[config.mk]
export PLATFORM = sky130hd
export DESIGN_NAME = timed_event_scheduler
export DESIGN_NICKNAME = d
export VERILOG_FILES = /design/src/design/tes_pkg.sv /design/src/design/timed_event_scheduler.sv /design/src/design/tes_ram.sv
export SDC_FILE = /design/constraint.sdc
export NUM_CORES = 1
export LEC_CHECK = 0
export BUFFER_PORTS_ARGS = -buffer_cell sky130_fd_sc_hd__buf_2
export CAP_MARGIN = 20
export CORE_ASPECT_RATIO = 0.9
export CORE_UTILIZATION = 50
export DETAILED_ROUTE_END_ITERATION = 12
export PLACE_DENSITY = 0.79
export SYNTH_ARGS = -nofsm -noshare
export SYNTH_HDL_FRONTEND = slang
export SYNTH_SLANG_ARGS = --single-unit
[constraint.sdc]
create_clock -name clk -period 6 [get_ports clk]
set_input_delay 1.2 -clock clk [delete_from_list [all_inputs] [get_ports clk]]
set_output_delay 1.2 -clock clk [all_outputs]
set_load 0.1 [all_outputs]
[src/design/tes_pkg.sv]
`timescale 1ns / 1ps
`default_nettype none
// ----------------------------------------------------------------------------
// tes_pkg
// Shared types, codes and constants of the timed event scheduler.
// ----------------------------------------------------------------------------
package tes_pkg;

  localparam int unsigned IMMEDIATE_DEPTH_DEF = 4;
  localparam int unsigned TIMED_DEPTH_DEF     = 16;

  localparam logic [31:0] CLOCK_RESET = 32'h8000_0000 - 32'd20_000_000;
  localparam logic [31:0] TICK_RESET  = 32'd1000;

  typedef enum logic [2:0] {
    FN_TICK    = 3'd0,
    FN_NOW     = 3'd1,
    FN_ABS     = 3'd2,
    FN_OFFSET  = 3'd3,
    FN_RUN     = 3'd4
  } func_t;

  typedef enum logic [1:0] {
    ST_IMM   = 2'd0,
    ST_TIMED = 2'd1,
    ST_FULL  = 2'd2,
    ST_ZERO  = 2'd3
  } status_t;

  // t later than r under wrapping 32-bit time
  function automatic logic later_wrap(input logic [31:0] t, input logic [31:0] r);
    logic [31:0] d;
    d = t - r;
    return (d != 32'd0) && !d[31];
  endfunction

endpackage
`default_nettype wire

[src/design/timed_event_scheduler.sv]
`timescale 1ns / 1ps
`default_nettype none
// ----------------------------------------------------------------------------
// timed_event_scheduler
// Wrapping microsecond clock, immediate FIFO and time-ordered store of
// activation handles, both held in synchronous RAMs.
// ----------------------------------------------------------------------------
//  channel | dir | handshake        | payload
//  in_     | in  | tvalid/tready    | tuser=func[2:0]; tdata=id[15:0],time[47:16]
//  out_    | out | tvalid/tready    | tuser=dispatched[0],status[2:1];
//          |     | tlast=last       | tdata=handed_id[15:0]
//  cfg_    | in  | we (no wait)     | wdata=tick_interval
//
// One transfer in at a time. Tick, schedule-now into the FIFO, zero offset
// and unknown codes go straight to the response. Timed insert scans for the
// first later entry, shifts the tail down one entry at a time (single RAM
// read port) and writes the new entry; a full store drops the request. Run
// hands out the FIFO handles, then the due store entries. Reset restores
// state, clock, tick interval, counters and pointers; RAM contents are not
// cleared. A stalled out_ channel holds the sequencer at each result hand-over.
// ----------------------------------------------------------------------------
module timed_event_scheduler #(
  parameter int unsigned IMMEDIATE_DEPTH = tes_pkg::IMMEDIATE_DEPTH_DEF,
  parameter int unsigned TIMED_DEPTH     = tes_pkg::TIMED_DEPTH_DEF
) (
  input  wire logic        clk,
  input  wire logic        rst_n,
  input  wire logic        in_tvalid,
  output logic             in_tready,
  input  wire logic [47:0] in_tdata,   // activation_id[15:0], time_value[47:16]
  input  wire logic [2:0]  in_tuser,   // func[2:0]
  output logic             out_tvalid,
  input  wire logic        out_tready,
  output logic [15:0]      out_tdata,  // handed_id[15:0]
  output logic [2:0]       out_tuser,  // dispatched[0], status[2:1]
  output logic             out_tlast,
  input  wire logic        cfg_we,
  input  wire logic [31:0] cfg_wdata
);

  import tes_pkg::*;

  // widths
  localparam int unsigned TAW = $clog2(TIMED_DEPTH);
  localparam int unsigned TCW = $clog2(TIMED_DEPTH + 1);
  localparam int unsigned IAW = (IMMEDIATE_DEPTH > 1) ? $clog2(IMMEDIATE_DEPTH) : 1;
  localparam int unsigned ICW = $clog2(IMMEDIATE_DEPTH + 1);

  typedef enum logic [3:0] {
    S_IDLE, S_RESP, S_INS, S_SCAN_W, S_SHIFT, S_SHIFT_W,
    S_IMM, S_IMM_W, S_TQ, S_TQ_W, S_FIN
  } state_t;

  state_t         state_r;
  logic [31:0]    tick_r, clock_r, last_run_r;
  logic [ICW-1:0] imm_cnt_r, ii_r;
  logic [TCW-1:0] t_cnt_r, i_r, j_r, pos_r;
  logic [TAW-1:0] head_r;
  logic [31:0]    due_r;
  logic [15:0]    id_r;
  logic [1:0]     status_r;
  logic           pend_v_r;
  logic [15:0]    pend_id_r;

  logic           out_valid_r, out_disp_r, out_last_r;
  logic [15:0]    out_id_r;
  logic [1:0]     out_status_r;

  // RAM ports
  logic           t_we, i_we;
  logic [TAW-1:0] t_waddr, t_raddr;
  logic [47:0]    t_wdata, t_rdata;
  logic [IAW-1:0] i_raddr;
  logic [15:0]    i_rdata;

  logic           in_xfer, can_emit, emit;
  logic [31:0]    t_due;
  logic [15:0]    t_id;

  // logical list position -> RAM address (circular buffer from head)
  function automatic logic [TAW-1:0] phys(input logic [TAW-1:0] h, input logic [TCW-1:0] l);
    logic [TCW:0] s;
    s = (TCW+1)'(h) + (TCW+1)'(l);
    if (s >= (TCW+1)'(TIMED_DEPTH)) begin
      s = s - (TCW+1)'(TIMED_DEPTH);
    end
    return s[TAW-1:0];
  endfunction

  assign in_tready  = (state_r == S_IDLE);
  assign in_xfer    = in_tvalid && in_tready;
  assign can_emit   = !out_valid_r || out_tready;
  assign t_due      = t_rdata[47:16];
  assign t_id       = t_rdata[15:0];

  assign out_tvalid = out_valid_r;
  assign out_tdata  = out_id_r;
  assign out_tuser  = {out_status_r, out_disp_r};
  assign out_tlast  = out_last_r;

  // a result transfer is loaded into the output register this cycle
  always_comb begin
    case (state_r) inside
      S_RESP, S_FIN: emit = can_emit;
      S_IMM_W:       emit = pend_v_r && can_emit;
      S_TQ_W:        emit = pend_v_r && can_emit && !later_wrap(t_due, last_run_r);
      default:       emit = 1'b0;
    endcase
  end

  // FIFO write happens straight off the input transfer
  assign i_we    = in_xfer && (func_t'(in_tuser) == FN_NOW) &&
                   (imm_cnt_r < ICW'(IMMEDIATE_DEPTH));
  assign i_raddr = ii_r[IAW-1:0];

  always_comb begin
    t_we    = 1'b0;
    t_waddr = phys(head_r, j_r);
    t_wdata = t_rdata;
    t_raddr = head_r;
    case (state_r)
      S_SCAN_W: t_raddr = phys(head_r, i_r + 1'b1);
      S_SHIFT: begin
        t_raddr = phys(head_r, j_r - 1'b1);
        if (j_r == pos_r) begin
          t_we    = 1'b1;
          t_wdata = {due_r, id_r};
        end
      end
      S_SHIFT_W: t_we = 1'b1;
      default: t_raddr = head_r;
    endcase
  end

  tes_ram #(.W(16), .D(IMMEDIATE_DEPTH), .AW(IAW)) u_imm (
    .clk(clk), .we(i_we), .waddr(imm_cnt_r[IAW-1:0]), .wdata(in_tdata[15:0]),
    .raddr(i_raddr), .rdata(i_rdata)
  );

  tes_ram #(.W(48), .D(TIMED_DEPTH), .AW(TAW)) u_timed (
    .clk(clk), .we(t_we), .waddr(t_waddr), .wdata(t_wdata),
    .raddr(t_raddr), .rdata(t_rdata)
  );

  always_ff @(posedge clk) begin
    if (!rst_n) begin
      state_r     <= S_IDLE;
      tick_r      <= TICK_RESET;
      clock_r     <= CLOCK_RESET;
      last_run_r  <= 32'd0;
      imm_cnt_r   <= '0;
      t_cnt_r     <= '0;
      head_r      <= '0;
      pend_v_r    <= 1'b0;
      out_valid_r <= 1'b0;
    end else begin
      if (cfg_we) begin
        tick_r <= cfg_wdata;
      end
      if (emit) begin
        out_valid_r <= 1'b1;
      end else if (out_tready) begin
        out_valid_r <= 1'b0;
      end

      unique case (state_r)
        S_IDLE: begin
          if (in_xfer) begin
            id_r <= in_tdata[15:0];
            case (in_tuser)
              FN_TICK: begin
                clock_r  <= clock_r + tick_r;
                status_r <= ST_IMM;
                state_r  <= S_RESP;
              end
              FN_NOW: begin
                if (imm_cnt_r < ICW'(IMMEDIATE_DEPTH)) begin
                  imm_cnt_r <= imm_cnt_r + 1'b1;
                  status_r  <= ST_IMM;
                  state_r   <= S_RESP;
                end else begin
                  due_r   <= last_run_r;
                  state_r <= S_INS;
                end
              end
              FN_ABS: begin
                due_r   <= in_tdata[47:16];
                state_r <= S_INS;
              end
              FN_OFFSET: begin
                if (in_tdata[47:16] == 32'd0) begin
                  status_r <= ST_ZERO;
                  state_r  <= S_RESP;
                end else begin
                  due_r   <= last_run_r + in_tdata[47:16];
                  state_r <= S_INS;
                end
              end
              FN_RUN: begin
                last_run_r <= clock_r;
                ii_r       <= '0;
                pend_v_r   <= 1'b0;
                state_r    <= S_IMM;
              end
              default: begin
                status_r <= ST_IMM;
                state_r  <= S_RESP;
              end
            endcase
          end
        end

        S_RESP: begin
          if (can_emit) begin
            out_disp_r   <= 1'b0;
            out_id_r     <= 16'd0;
            out_status_r <= status_r;
            out_last_r   <= 1'b1;
            state_r      <= S_IDLE;
          end
        end

        // timed insert: forward scan for the first later entry
        S_INS: begin
          if (t_cnt_r == TCW'(TIMED_DEPTH)) begin
            status_r <= ST_FULL;
            state_r  <= S_RESP;
          end else if (t_cnt_r == '0) begin
            pos_r   <= '0;
            j_r     <= '0;
            state_r <= S_SHIFT;
          end else begin
            i_r     <= '0;
            state_r <= S_SCAN_W;
          end
        end

        S_SCAN_W: begin
          if (later_wrap(t_due, due_r)) begin
            pos_r   <= i_r;
            j_r     <= t_cnt_r;
            state_r <= S_SHIFT;
          end else if (i_r + 1'b1 == t_cnt_r) begin
            pos_r   <= t_cnt_r;
            j_r     <= t_cnt_r;
            state_r <= S_SHIFT;
          end else begin
            i_r <= i_r + 1'b1;
          end
        end

        // shift tail down by one, then drop the new entry in
        S_SHIFT: begin
          if (j_r == pos_r) begin
            t_cnt_r  <= t_cnt_r + 1'b1;
            status_r <= ST_TIMED;
            state_r  <= S_RESP;
          end else begin
            state_r <= S_SHIFT_W;
          end
        end

        S_SHIFT_W: begin
          j_r     <= j_r - 1'b1;
          state_r <= S_SHIFT;
        end

        // run: FIFO first; one handle held back to know which is last
        S_IMM: begin
          if (ii_r < imm_cnt_r) begin
            state_r <= S_IMM_W;
          end else begin
            imm_cnt_r <= '0;
            state_r   <= S_TQ;
          end
        end

        S_IMM_W: begin
          if (!pend_v_r || can_emit) begin
            if (pend_v_r) begin
              out_disp_r   <= 1'b1;
              out_id_r     <= pend_id_r;
              out_status_r <= ST_IMM;
              out_last_r   <= 1'b0;
            end
            pend_v_r  <= 1'b1;
            pend_id_r <= i_rdata;
            ii_r      <= ii_r + 1'b1;
            state_r   <= S_IMM;
          end
        end

        S_TQ: begin
          state_r <= (t_cnt_r == '0) ? S_FIN : S_TQ_W;
        end

        S_TQ_W: begin
          if (later_wrap(t_due, last_run_r)) begin
            state_r <= S_FIN;
          end else if (!pend_v_r || can_emit) begin
            if (pend_v_r) begin
              out_disp_r   <= 1'b1;
              out_id_r     <= pend_id_r;
              out_status_r <= ST_IMM;
              out_last_r   <= 1'b0;
            end
            pend_v_r  <= 1'b1;
            pend_id_r <= t_id;
            head_r    <= phys(head_r, TCW'(1));
            t_cnt_r   <= t_cnt_r - 1'b1;
            state_r   <= S_TQ;
          end
        end

        S_FIN: begin
          if (can_emit) begin
            out_disp_r   <= pend_v_r;
            out_id_r     <= pend_v_r ? pend_id_r : 16'd0;
            out_status_r <= ST_IMM;
            out_last_r   <= 1'b1;
            pend_v_r     <= 1'b0;
            state_r      <= S_IDLE;
          end
        end

        default: state_r <= S_IDLE;
      endcase
    end
  end

endmodule
`default_nettype wire

[src/design/tes_ram.sv]
`timescale 1ns / 1ps
`default_nettype none
// ----------------------------------------------------------------------------
// tes_ram
// Single write port, single read port RAM with registered read data.
// ----------------------------------------------------------------------------
module tes_ram #(
  parameter int unsigned W  = 16,
  parameter int unsigned D  = 4,
  parameter int unsigned AW = 2
) (
  input  wire logic          clk,
  input  wire logic          we,
  input  wire logic [AW-1:0] waddr,
  input  wire logic [W-1:0]  wdata,
  input  wire logic [AW-1:0] raddr,
  output logic      [W-1:0]  rdata
);

  logic [W-1:0] mem [D];

  always_ff @(posedge clk) begin
    if (we) begin
      mem[waddr] <= wdata;
    end
    rdata <= mem[raddr];
  end

endmodule
`default_nettype wire
==> results.sh <==
export IMPL_ant_nets=0
export IMPL_setup_viol=0
export IMPL_cts_sinks=1114
export IMPL_final_cell_area_um2=57300
export IMPL_hold_buffers=0
export IMPL_cts_tree="done"
export IMPL_dpl_cell_count=5399
export IMPL_synth_edf_count=936
export IMPL_drt_wl_total_um=129000
export IMPL_slowest_delay_ns=0.74
export IMPL_rrSetupSlack_ns=1.03
export IMPL_synthToLayoutAreaGrowth_pct=12.0
export IMPL_first_global_vias=32900
export IMPL_yosys_cell_types_count=92
export IMPL_syn_area_um2=51200
export IMPL_clk_latency_ns=0.70
export IMPL_path_clk_slew_ns=0.07
export IMPL_worst_slack_ns=1.03
export IMPL_syn_area_per_cell_um2=12.6
export IMPL_pre_cts_slack_ns=1.17
export IMPL_cp_end_kind="flip-flop"
export IMPL_io_buffers=109
export IMPL_min_from="clock_r[31]"
export IMPL_drc=0
export IMPL_start_kind="flip-flop"
export IMPL_ir_worst_vdd_v=0.000351
export IMPL_final_cells=5599
export IMPL_timing_rr_end="out_tdata[0]"
export IMPL_numCtsBuffers=104
export IMPL_synth_top_cells_by_count="936 x edfxtp_1, 558 x nand2_1, 264 x mux2i_1, 262 x a21oi_1, 178 x dfxtp_1"
export IMPL_holdPathStages=2
export IMPL_grt_max_degree=107
export IMPL_hold_path_class="flip-flop to flip-flop"
export IMPL_switching_share=0.334
export IMPL_max_freq_mhz=201
export IMPL_grt_overflow_total=0
export IMPL_synth_top_area_share=0.549
export IMPL_p_seq_frac=0.413
export IMPL_pwr_share_clk=0.284
export IMPL_htreeDepth=3
export IMPL_crit_chain="inv_1 > ha_1 > nand2_1 > or3_1 > and3_1 > o22a_1 > a2111oi_0 > o2111ai_1 > nor4_2 > nand4_1 > o211ai_1 > nand2_1 > nor3_2 > buf_4"
export IMPL_relSlewSlack=0.264
export IMPL_synth_top_area_cell="edfxtp_1"
export IMPL_path_class="flip-flop to flip-flop"
export IMPL_async_flop_share=0
export IMPL_period_share=0.828
export IMPL_arrival_ns=5.37
export IMPL_ctsLongestPathBuffers=3
export IMPL_grtUsageTotal=0.245
export IMPL_finalHoldViolations=0
export IMPL_drtIter0Drc=3429
export IMPL_drive_gt1_frac=0.113
export IMPL_utilization=0.569
export IMPL_ff_latch_area_um2=31700
export IMPL_tns_ns=0
export IMPL_num_antenna_cells=0
export IMPL_ios=110
export IMPL_p_per_area_nw_per_um2=422
export IMPL_yosysMostFrequentCell="edfxtp_1"
export IMPL_core_um2=101000
export IMPL_synth_seq_cells=1114
export IMPL_power_frac_comb=0.303
export IMPL_cp_required_ns=6.40
export IMPL_internal_power_w=0.0161
export IMPL_slowest_stage="a2111oi_0"
export IMPL_postCtsResizedCells=0
export IMPL_rsz0062_at_grt="false"
export IMPL_drt_pass1_iter_count=6
export IMPL_start_util=0.508
export IMPL_clock_root_buffer="clkbuf_16"
export IMPL_fp_dieH_um=306
export IMPL_ys_flop_type="edfxtp_1"
export IMPL_nNetsFinal=4401
export IMPL_reg2reg_depth=14
export IMPL_num_fill_cells=7880
export IMPL_fin_skew_ns=0.0295
export IMPL_via_per_inst=6.07
export IMPL_cp_num_buf_inv=2
export IMPL_fp_dieArea_um2=104000
export IMPL_cap_violations=0
export IMPL_yosysSeqAreaShare=0.619
export IMPL_rows=110
export IMPL_slew_viol_final=0
export IMPL_grt_pass1_wl_um=196000
export IMPL_finalCriticalPeriod_ns=4.97
export IMPL_p_sw_w=0.00809
export IMPL_cpMostUsedCell="nand2_1"
export IMPL_num_vias=34000
export IMPL_yosys_warnings=0
export IMPL_crit_family="simple AND/OR/NAND/NOR gates"
export IMPL_cp_max_fo=12
export IMPL_dieWidth_um=339
export IMPL_hpwlAfterDp_um=80600
export IMPL_netlist_instances=4076
export IMPL_wire_per_inst_um=23.0
export IMPL_worst_pin_slew_ns=1.10
export IMPL_syn_nets=4314
export IMPL_routabilityCongestion=0.952
export IMPL_placed_area_um2=53700
export IMPL_whs_endpoint="last_run_r[31]"
export IMPL_p_leak_nw=21.1
export IMPL_grt_antenna_before_repair=0
export IMPL_multi_input_area_um2=18400
export IMPL_status="completed"
export IMPL_synthTopCellsByArea="edfxtp_1 55%, dfxtp_1 7.0%, mux2i_1 5.2%"
export IMPL_cts_setup_buffers=0
export IMPL_r2r_start="last_run_r[13]"
worst min-delay path, cell delays in order, from the launching register on:
cell,delay [ns]
dfxtp_1,0.31
nand2_1,0.06
a21oi_1,0.05
cell families (layout without fill, tap and decap cells):
| kind of cell | Yosys count | after routing | share of synthesized area |
|---|---|---|---|
| muxes | 331 | 331 | 0.0805 |
| xor gates and xnor gates | 99 | 99 | 0.0169 |
| DFF | 1114 | 1114 | 0.619 |
| buffers and inverters | 333 | 512 | 0.0254 |
| adders and majority gates | 150 | 150 | 0.0377 |
| AOI/OAI and AO/OA | 930 | 930 | 0.120 |
| and+or+nand+nor | 1119 | 1119 | 0.101 |
placed cells by master (no fill, tap or decap), types with 17 or more instances in the layout:
master / count
nor3_1: 41
mux4_2: 64
inv_1: 109
xor2_1: 39
edfxtp_1: 936
buf_4: 72
o211ai_1: 26
a211oi_1: 167
nand4_1: 27
clkbuf_1: 31
and2_1: 110
a21oi_1: 261
o21a_1: 29
nand3_1: 43
a31oi_1: 60
a311oi_1: 55
or3_1: 26
clkbuf_16: 106
buf_12: 22
nand2_1: 558
and3_1: 17
o21ai_0: 128
a21o_1: 49
nor2_1: 150
buf_2: 109
clkbuf_8: 20
nor2b_1: 43
dfxtp_1: 178
mux2i_1: 262
ha_1: 143
o21ai_1: 19
xnor2_1: 59
worst max-delay path by stage:
stage,from,end,slack [ns],cells after the start
2_1_floorplan,state_r[3],u_timed.mem[8][0],0.39,8
3_3_place_gp,u_timed.rdata[16],out_tdata[4],1.18,15
3_5_place_dp,last_run_r[13],out_tdata[4],1.17,14
4_1_cts,last_run_r[13],out_tdata[0],1.13,14
5_1_grt,last_run_r[13],out_status_r[0],0.79,14
6_report,last_run_r[13],out_tdata[0],1.03,14
per-stage QoR:
step           hold WS, ns  power (W)
6_report             0.464     0.0242
4_1_cts              0.472     0.0241
3_3_place_gp         0.451     0.0172
5_1_grt              0.489     0.0252
2_1_floorplan        0.437     0.0150
3_5_place_dp         0.470     0.0173
power groups by stage:
stage | logic [W] | clock network, W | registers, W
finish | 0.00733 | 0.00687 | 0.00997
global route | 0.00793 | 0.00724 | 0.00998
CTS | 0.00720 | 0.00695 | 0.00997
detailed placement | 0.00714 | 0 | 0.0101
global placement | 0.00705 | 0 | 0.0101
floorplan | 0.00498 | 0 | 0.0101
sequential cells by signal (all words and copies together) (netlist names), 5 cells and up:
signal,flops
due_r,32
i_r,5
t_cnt_r,5
j_r,5
pend_id_r,16
u_imm.mem,64
tick_r,32
id_r,16
u_imm.rdata,16
u_timed.rdata,48
pos_r,5
u_timed.mem,768
out_tdata,16
clock_r,32
last_run_r,32
routing by layer:
layer	GRT usage	vias up	part of all wire
met4	0.0896	0	0.034
met1	0.336	16700	0.42
met3	0.0330	253	0.070
li1	-	15600	-
met5	0	-	0
met2	0.400	1387	0.48
layout make-up:
class,instances,area share
clock inverter,41,0.00982
inverter,110,0.00723
timing repair buffer,204,0.0269
sequential,1114,0.553
tap,1344,0.0293
multi-input combinational,2629,0.321
clock buffer,157,0.0531
Note: power is estimated with default switching activity, not from simulation.
